$ cat src/rtl/dcl_pkg.sv
`timescale 1ns / 1ps
`default_nettype none

package dcl_pkg;

  localparam int unsigned CountW   = 16;
  localparam int unsigned QuotW    = 11;
  localparam int unsigned CoefW    = 10;
  localparam int unsigned SegN     = 7;
  localparam int unsigned ProdW    = 26;
  localparam int unsigned LuxShift = 10;
  localparam int unsigned LuxW     = 16;

  typedef struct packed {
    logic             zero;
    logic             over;
    logic [QuotW-1:0] quot;
  } ratio_t;

  typedef struct packed {
    logic [CoefW-1:0] b;
    logic [CoefW-1:0] m;
  } coef_t;

  // ratio breakpoints at 2^9 scale, with intercept and slope per segment
  localparam logic [CoefW-1:0] SegLimit [SegN] = '{
    10'h040, 10'h080, 10'h0C0, 10'h100, 10'h138, 10'h19A, 10'h29A
  };
  localparam logic [CoefW-1:0] SegB [SegN] = '{
    10'h1F2, 10'h214, 10'h23F, 10'h270, 10'h16F, 10'h0D2, 10'h018
  };
  localparam logic [CoefW-1:0] SegM [SegN] = '{
    10'h1BE, 10'h2D1, 10'h37B, 10'h3FE, 10'h1FC, 10'h0FB, 10'h012
  };

  localparam logic [ProdW:0] LuxRound = (ProdW+1)'(1) << (LuxShift - 1);

  // one restoring division step: {quotient bit, new remainder}
  function automatic logic [CountW:0] div_step(logic [CountW-1:0] rem,
                                               logic [CountW-1:0] dvs);
    logic [CountW:0] t;
    logic [CountW:0] diff;
    t    = {rem, 1'b0};
    diff = t - {1'b0, dvs};
    if (t >= {1'b0, dvs}) begin
      div_step = {1'b1, diff[CountW-1:0]};
    end else begin
      div_step = {1'b0, t[CountW-1:0]};
    end
  endfunction

  // unrounded quotient q maps to rounded ratio (q+1)>>1, so ratio <= L iff q <= 2L
  function automatic coef_t seg_pick(ratio_t r);
    coef_t res;
    res = '0;
    if (r.zero) begin
      res.b = SegB[0];
      res.m = SegM[0];
    end else if (!r.over) begin
      for (int i = SegN - 1; i >= 0; i--) begin
        if (r.quot <= {SegLimit[i], 1'b0}) begin
          res.b = SegB[i];
          res.m = SegM[i];
        end
      end
    end
    return res;
  endfunction

endpackage

`default_nettype wire

$ cat src/rtl/dual_channel_lux_calculation.sv
// Lux from a broadband and an infrared photodiode count.
// Input channel: valid_i / stall_o with broadband_count_i and infrared_count_i;
// a transaction takes place on a rising edge with valid_i high and stall_o low.
// Output channel: valid_o / stall_i with lux_o, one result per input transaction,
// in order.
// Between input transaction and valid_o, four stages form the
// infrared/broadband ratio (integer bit, then 4, 3 and 3 quotient bits), one
// picks the segment coefficients, one holds the two 16x10 products, one
// subtracts, rounds, clamps and saturates.
// Throughput is one transaction per cycle whenever stall_o is low. Each stage
// loads when it is empty or the next stage moves, so bubbles fill in behind a
// stalled result and stall_o rises only once all seven stages hold data and
// stall_i is high. A stalled result stays on lux_o unchanged.
// Reset clears all stage valid bits; nothing is in flight afterwards.
`timescale 1ns / 1ps
`default_nettype none

module dual_channel_lux_calculation (
  input  logic                        clk_i,
  input  logic                        rst_ni,
  input  logic                        valid_i,
  output logic                        stall_o,
  input  logic [dcl_pkg::CountW-1:0]  broadband_count_i,
  input  logic [dcl_pkg::CountW-1:0]  infrared_count_i,
  output logic                        valid_o,
  input  logic                        stall_i,
  output logic [dcl_pkg::LuxW-1:0]    lux_o
);
  import dcl_pkg::*;

  logic              div_valid;
  logic              div_stall;
  logic [CountW-1:0] div_bb;
  logic [CountW-1:0] div_ir;
  ratio_t            div_ratio;

  dcl_div u_div (
    .clk_i   (clk_i),
    .rst_ni  (rst_ni),
    .valid_i (valid_i),
    .stall_o (stall_o),
    .bb_i    (broadband_count_i),
    .ir_i    (infrared_count_i),
    .valid_o (div_valid),
    .stall_i (div_stall),
    .bb_o    (div_bb),
    .ir_o    (div_ir),
    .ratio_o (div_ratio)
  );

  logic              sel_valid_q, mul_valid_q, out_valid_q;
  logic              sel_en, mul_en, out_en;
  logic [CountW-1:0] sel_bb_q, sel_ir_q;
  coef_t             sel_coef_q, sel_coef_d;
  logic [ProdW-1:0]  pos_q, pos_d, neg_q, neg_d;
  logic [LuxW-1:0]   lux_q, lux_d;
  logic [ProdW-1:0]  diff;
  logic [ProdW:0]    acc;
  logic [ProdW-LuxShift:0] scaled;

  assign out_en    = !out_valid_q || !stall_i;
  assign mul_en    = !mul_valid_q || out_en;
  assign sel_en    = !sel_valid_q || mul_en;
  assign div_stall = !sel_en;

  assign sel_coef_d = seg_pick(div_ratio);

  assign pos_d = ProdW'(sel_bb_q) * ProdW'(sel_coef_q.b);
  assign neg_d = ProdW'(sel_ir_q) * ProdW'(sel_coef_q.m);

  // both counts carry the same x16 gain, folded into the shift
  assign diff   = pos_q - neg_q;
  assign acc    = {1'b0, diff} + LuxRound;
  assign scaled = acc[ProdW:LuxShift];

  always_comb begin
    if (neg_q >= pos_q) begin
      lux_d = '0;
    end else if (scaled[ProdW-LuxShift:LuxW] != '0) begin
      lux_d = '1;
    end else begin
      lux_d = scaled[LuxW-1:0];
    end
  end

  always_ff @(posedge clk_i or negedge rst_ni) begin
    if (!rst_ni) begin
      sel_valid_q <= 1'b0;
      mul_valid_q <= 1'b0;
      out_valid_q <= 1'b0;
    end else begin
      if (sel_en) begin
        sel_valid_q <= div_valid;
      end
      if (mul_en) begin
        mul_valid_q <= sel_valid_q;
      end
      if (out_en) begin
        out_valid_q <= mul_valid_q;
      end
    end
  end

  always_ff @(posedge clk_i) begin
    if (sel_en) begin
      sel_bb_q   <= div_bb;
      sel_ir_q   <= div_ir;
      sel_coef_q <= sel_coef_d;
    end
    if (mul_en) begin
      pos_q <= pos_d;
      neg_q <= neg_d;
    end
    if (out_en) begin
      lux_q <= lux_d;
    end
  end

  assign valid_o = out_valid_q;
  assign lux_o   = lux_q;

  // back pressure reaches the divider only when every later stage is full
  assert property (@(posedge clk_i) disable iff (!rst_ni)
    div_stall |-> (sel_valid_q && mul_valid_q && out_valid_q && stall_i))
    else $error("divider stalled while a later stage has room");

  // segments past the last breakpoint give both coefficients zero
  assert property (@(posedge clk_i) disable iff (!rst_ni)
    (sel_valid_q && sel_coef_q.b == '0) |-> (sel_coef_q.m == '0))
    else $error("slope without intercept");

  // a non-positive difference must produce zero lux
  assert property (@(posedge clk_i) disable iff (!rst_ni)
    (mul_valid_q && out_en && neg_q >= pos_q) |=> (out_valid_q && lux_q == '0))
    else $error("negative difference not clamped");

endmodule

`default_nettype wire

$ cat src/rtl/dcl_div.sv
`timescale 1ns / 1ps
`default_nettype none

module dcl_div (
  input  logic                        clk_i,
  input  logic                        rst_ni,
  input  logic                        valid_i,
  output logic                        stall_o,
  input  logic [dcl_pkg::CountW-1:0]  bb_i,
  input  logic [dcl_pkg::CountW-1:0]  ir_i,
  output logic                        valid_o,
  input  logic                        stall_i,
  output logic [dcl_pkg::CountW-1:0]  bb_o,
  output logic [dcl_pkg::CountW-1:0]  ir_o,
  output dcl_pkg::ratio_t             ratio_o
);
  import dcl_pkg::*;

  localparam int unsigned NumStages = 4;

  logic [NumStages-1:0] valid_q;
  logic [NumStages-1:0] en;
  logic [NumStages-1:0] zero_q, zero_d;
  logic [NumStages-1:0] over_q, over_d;
  logic [CountW-1:0]    bb_q   [NumStages];
  logic [CountW-1:0]    ir_q   [NumStages];
  logic [CountW-1:0]    rem_q  [NumStages];
  logic [CountW-1:0]    rem_d  [NumStages];
  logic [QuotW-1:0]     quot_q [NumStages];
  logic [QuotW-1:0]     quot_d [NumStages];

  // a stage loads when it is empty or the next one loads (the last: when stall_i is low)
  always_comb begin
    en[NumStages-1] = !valid_q[NumStages-1] || !stall_i;
    for (int k = NumStages - 2; k >= 0; k--) begin
      en[k] = !valid_q[k] || en[k+1];
    end
  end

  assign stall_o = !en[0];

  always_comb begin : stage_comb
    // integer part: ir >= 2*bb means the ratio is past every breakpoint
    begin : pre_stage
      logic q0;
      q0        = ir_i >= bb_i;
      zero_d[0] = bb_i == '0;
      over_d[0] = {1'b0, ir_i} >= {bb_i, 1'b0};
      rem_d[0]  = q0 ? ir_i - bb_i : ir_i;
      quot_d[0] = {q0, {(QuotW-1){1'b0}}};
    end

    // fraction bits: steps 1-4, 5-7, 8-10
    begin : step_stage1
      logic [CountW:0]   s;
      logic [CountW-1:0] r;
      logic [QuotW-1:0]  q;
      r = rem_q[0];
      q = quot_q[0];
      for (int j = 1; j <= 4; j++) begin
        s = div_step(r, bb_q[0]);
        q[QuotW-1-j] = s[CountW];
        r = s[CountW-1:0];
      end
      rem_d[1]  = r;
      quot_d[1] = q;
      zero_d[1] = zero_q[0];
      over_d[1] = over_q[0];
    end

    begin : step_stage2
      logic [CountW:0]   s;
      logic [CountW-1:0] r;
      logic [QuotW-1:0]  q;
      r = rem_q[1];
      q = quot_q[1];
      for (int j = 5; j <= 7; j++) begin
        s = div_step(r, bb_q[1]);
        q[QuotW-1-j] = s[CountW];
        r = s[CountW-1:0];
      end
      rem_d[2]  = r;
      quot_d[2] = q;
      zero_d[2] = zero_q[1];
      over_d[2] = over_q[1];
    end

    begin : step_stage3
      logic [CountW:0]   s;
      logic [CountW-1:0] r;
      logic [QuotW-1:0]  q;
      r = rem_q[2];
      q = quot_q[2];
      for (int j = 8; j <= 10; j++) begin
        s = div_step(r, bb_q[2]);
        q[QuotW-1-j] = s[CountW];
        r = s[CountW-1:0];
      end
      rem_d[3]  = r;
      quot_d[3] = q;
      zero_d[3] = zero_q[2];
      over_d[3] = over_q[2];
    end
  end

  always_ff @(posedge clk_i or negedge rst_ni) begin
    if (!rst_ni) begin
      valid_q <= '0;
    end else begin
      if (en[0]) begin
        valid_q[0] <= valid_i;
      end
      for (int k = 1; k < NumStages; k++) begin
        if (en[k]) begin
          valid_q[k] <= valid_q[k-1];
        end
      end
    end
  end

  always_ff @(posedge clk_i) begin
    if (en[0]) begin
      bb_q[0]   <= bb_i;
      ir_q[0]   <= ir_i;
      rem_q[0]  <= rem_d[0];
      quot_q[0] <= quot_d[0];
      zero_q[0] <= zero_d[0];
      over_q[0] <= over_d[0];
    end
    for (int k = 1; k < NumStages; k++) begin
      if (en[k]) begin
        bb_q[k]   <= bb_q[k-1];
        ir_q[k]   <= ir_q[k-1];
        rem_q[k]  <= rem_d[k];
        quot_q[k] <= quot_d[k];
        zero_q[k] <= zero_d[k];
        over_q[k] <= over_d[k];
      end
    end
  end

  assign valid_o       = valid_q[NumStages-1];
  assign bb_o          = bb_q[NumStages-1];
  assign ir_o          = ir_q[NumStages-1];
  assign ratio_o.zero  = zero_q[NumStages-1];
  assign ratio_o.over  = over_q[NumStages-1];
  assign ratio_o.quot  = quot_q[NumStages-1];

endmodule

`default_nettype wire
$ cat config.mk
export PLATFORM = sky130hd
export DESIGN_NAME = dual_channel_lux_calculation
export DESIGN_NICKNAME = d
export VERILOG_FILES = /design/src/rtl/dcl_pkg.sv /design/src/rtl/dual_channel_lux_calculation.sv /design/src/rtl/dcl_div.sv
export SDC_FILE = /design/constraint.sdc
export NUM_CORES = 2
export LEC_CHECK = 0
export BUFFER_PORTS_ARGS = -buffer_cell sky130_fd_sc_hd__buf_2
export CORE_UTILIZATION = 35
export DETAILED_ROUTE_END_ITERATION = 10
export MAX_ROUTING_LAYER = met4
export SLEW_MARGIN = 0
export SYNTH_ARGS = -nofsm -noshare
export SYNTH_HDL_FRONTEND = slang
export SYNTH_SLANG_ARGS = --single-unit
$ cat constraint.sdc
create_clock -name clk_i -period 11.7 [get_ports clk_i]
set_input_delay 2.34 -clock clk_i [delete_from_list [all_inputs] [get_ports clk_i]]
set_output_delay 2.34 -clock clk_i [all_outputs]
set_load 0.1 [all_outputs]
==> impl_metrics.toml <==
[yosys]
syn_avg_cell_area_sq_um = 10.2
seq_area_frac_synth = 0.316
synth_edf_count = 326
synthesis.nets = 3678
yosys.area.top_type = "edfxtp_1"
synth-seq-cells = 333
synth_area_leaders = "edfxtp_1 31%, fa_1 14%, ha_1 13%"
synthesis.area_sq_um = 31500
synthArstFlopShare = 0.0210
yosys.cell_types.count = 89
yosys_most_used_dff = "edfxtp_1"
yosys.area.top_type_share = 0.311
synth_warnings = 0
postSynthCellCount = 3085

[route]
vias_per_cell = 5.13
wl_um = 72300
detail_route.first_pass.iterations = 8
wl_per_cell_um = 16.7
drc = 0
ant_nets = 0
num_vias = 22200
drt_iter0_markers = 1207

[status]
outcome = "completed"

[critical_path]
cp_common_cell = "ha_1"
cp-end-kind = "flop"
slowest_delay_ns = 0.51
path_delay_family = "compound AO/OA/AOI/OAI gates"
cp_slowest_cell = "edfxtp_1"
cp_max_fo = 17
crit_arrival_ns = 11.09
critPathBufInv = 3
cp-start-kind = "flop"
required_ns = 12.01
path_class = "reg -> reg"

[die]
num_io_pins = 54
start_util = 0.355
core_area_sq_um = 88800
rows = 109
fp.dieH_um = 302
die_w_um = 302
die_area_sq_um = 91200

[cells_and_area]
diodes = 0
synthToLayoutAreaGrowth_pct = 8.99
layout-drive-gt1-share = 0.0805
nNetsFinal = 3719

[sta]
period_needed_ns = 10.78
hold_viol = 0
layout_setup_ws_ns = 0.925
max_freq_ghz = 0.0928
skew_ns = 0.0301
fin_crit_sh = 0.921
drv_slew = 0
tightest_slew_ns = 1.15
hold-worst-slack_ns = 0.413
timing.slew.headroom = 0.234
setup_tns_ns = 0
setup_violations = 0
rsz0062_at_grt = "false"

[placed_design]
port_buffers = 53
pre_cts_ws_ns = 1.11
place.detailed.hpwl_um = 58100
gp_congestion = 0.865

[clock_tree]
postCtsSetupBuffers = 0
h-tree-depth = 2
path_clk_slew_ns = 0.07
clkLatencyLatePin_ns = 0.56
ctsLongestPathBuffers = 3
cts_root_buf = "clkbuf_16"
hold_buffers = 0
cts_tree = "built"
numCtsBuffers = 39
cts_resized = 0
cts_sinks = 333

[global_route]
grt_max_degree = 60
grt_pass1_vias = 21600
grt_antenna_before_repair = 2
grt_first_pass_wirelength_um = 116000
grt.total_usage = 0.164
gr-total-overflow = 0

[run]
drv_cap = 0

[min_path]
hp-class = "reg -> reg"
==> cell usage after synthesis, types with 64 or more instances <==
| master | instances |
|---|---|
| a21o_1 | 64 |
| a21oi_1 | 163 |
| and2_1 | 180 |
| edfxtp_1 | 326 |
| fa_1 | 224 |
| ha_1 | 333 |
| inv_1 | 335 |
| mux2_2 | 80 |
| nand2_1 | 276 |
| nor2_1 | 161 |
| o21ai_0 | 103 |
| xnor2_1 | 118 |
| xor2_1 | 66 |
==> cells by family after synthesis <==
group,after synthesis,synth area share
AOI/OAI and AO/OA,573,0.122
adders and majority gates,557,0.275
xor gates and xnor gates,184,0.0512
DFF,333,0.316
and+or+nand+nor,933,0.150
muxes,107,0.0380
buffers and inverters,398,0.0480
==> final cells by class <==
class / instances / area (sq um)
inverters: 335 / 1260
clock buffers: 41 / 983
multi-input cells: 2354 / 20000
well taps: 1165 / 1460
fillers: 8741 / 54500
clock inverters: 29 / 277
repair buffers: 63 / 340
flip-flops and latches: 333 / 9960
==> sequential cells by signal (all words and copies together), names as in the netlist <==
signal / flops
u_div.quot_q: 25
sel_valid_q: 1
u_div.ir_q: 64
u_div.valid_q: 4
u_div.zero_q: 4
u_div.rem_q: 48
lux_o: 16
pos_q: 26
valid_o: 1
sel_coef_q: 17
mul_valid_q: 1
sel_ir_q: 16
u_div.bb_q: 64
sel_bb_q: 16
neg_q: 26
u_div.over_q: 4
==> stage by stage <==
stage           util  std cells  area [sq um]
4_1_cts        0.387       4320         34300
5_1_grt        0.387       4320         34300
2_1_floorplan      -       3085         31500
3_5_place_dp   0.372       4250         33100
3_3_place_gp   0.372       4250         33100
6_report       0.387       4320         34300
==> final timing paths <==
kind	start	end	slack [ns]	cells after the start
max in group asynchronous	rst_ni	sel_valid_q$_DFFE_PN0P_	9.81	1
setup reg to reg	u_div.bb_q[0][1]$_DFFE_PN_	u_div.rem_q[1][3]$_DFFE_PP_	0.92	38
min in group asynchronous	rst_ni	u_div.valid_q[0]$_DFFE_PN0N_	1.65	1
hold reg to reg	u_div.ir_q[3][1]$_DFFE_PP_	sel_ir_q[1]$_DFFE_PP_	0.41	0
hold / removal	u_div.ir_q[3][1]$_DFFE_PP_	sel_ir_q[1]$_DFFE_PP_	0.41	0
setup / recovery	u_div.bb_q[0][1]$_DFFE_PN_	u_div.rem_q[1][3]$_DFFE_PP_	0.92	38
==> cells in the final DEF, fill, tap and decap left out, types with 20 or more instances in the layout <==
cell type and instances:
nand3_1 45, and3_1 20, buf_2 53, o21bai_1 26
or3_1 28, xor2_1 66, nor2_1 161, nand2_1 274
edfxtp_1 326, ha_1 333, nor2b_1 39, mux2_2 80
o21a_1 30, a21oi_1 163, o21ai_0 103, a21o_1 64
nor3_1 50, nand4_1 28, xnor2_1 118, fa_1 224
nand2b_1 30, and2_1 180, inv_1 333, a211oi_1 29
clkbuf_16 39
==> routing by layer <==
metal  global-route usage  part of all wire
met4               0.0313             0.017
met3               0.0184             0.034
met5                    -                 0
met2                0.265              0.47
met1                0.223              0.48
Power is left out: the tool's default activity adds up to more than one toggle a clock period on the data nets, which glitch-free logic cannot reach.
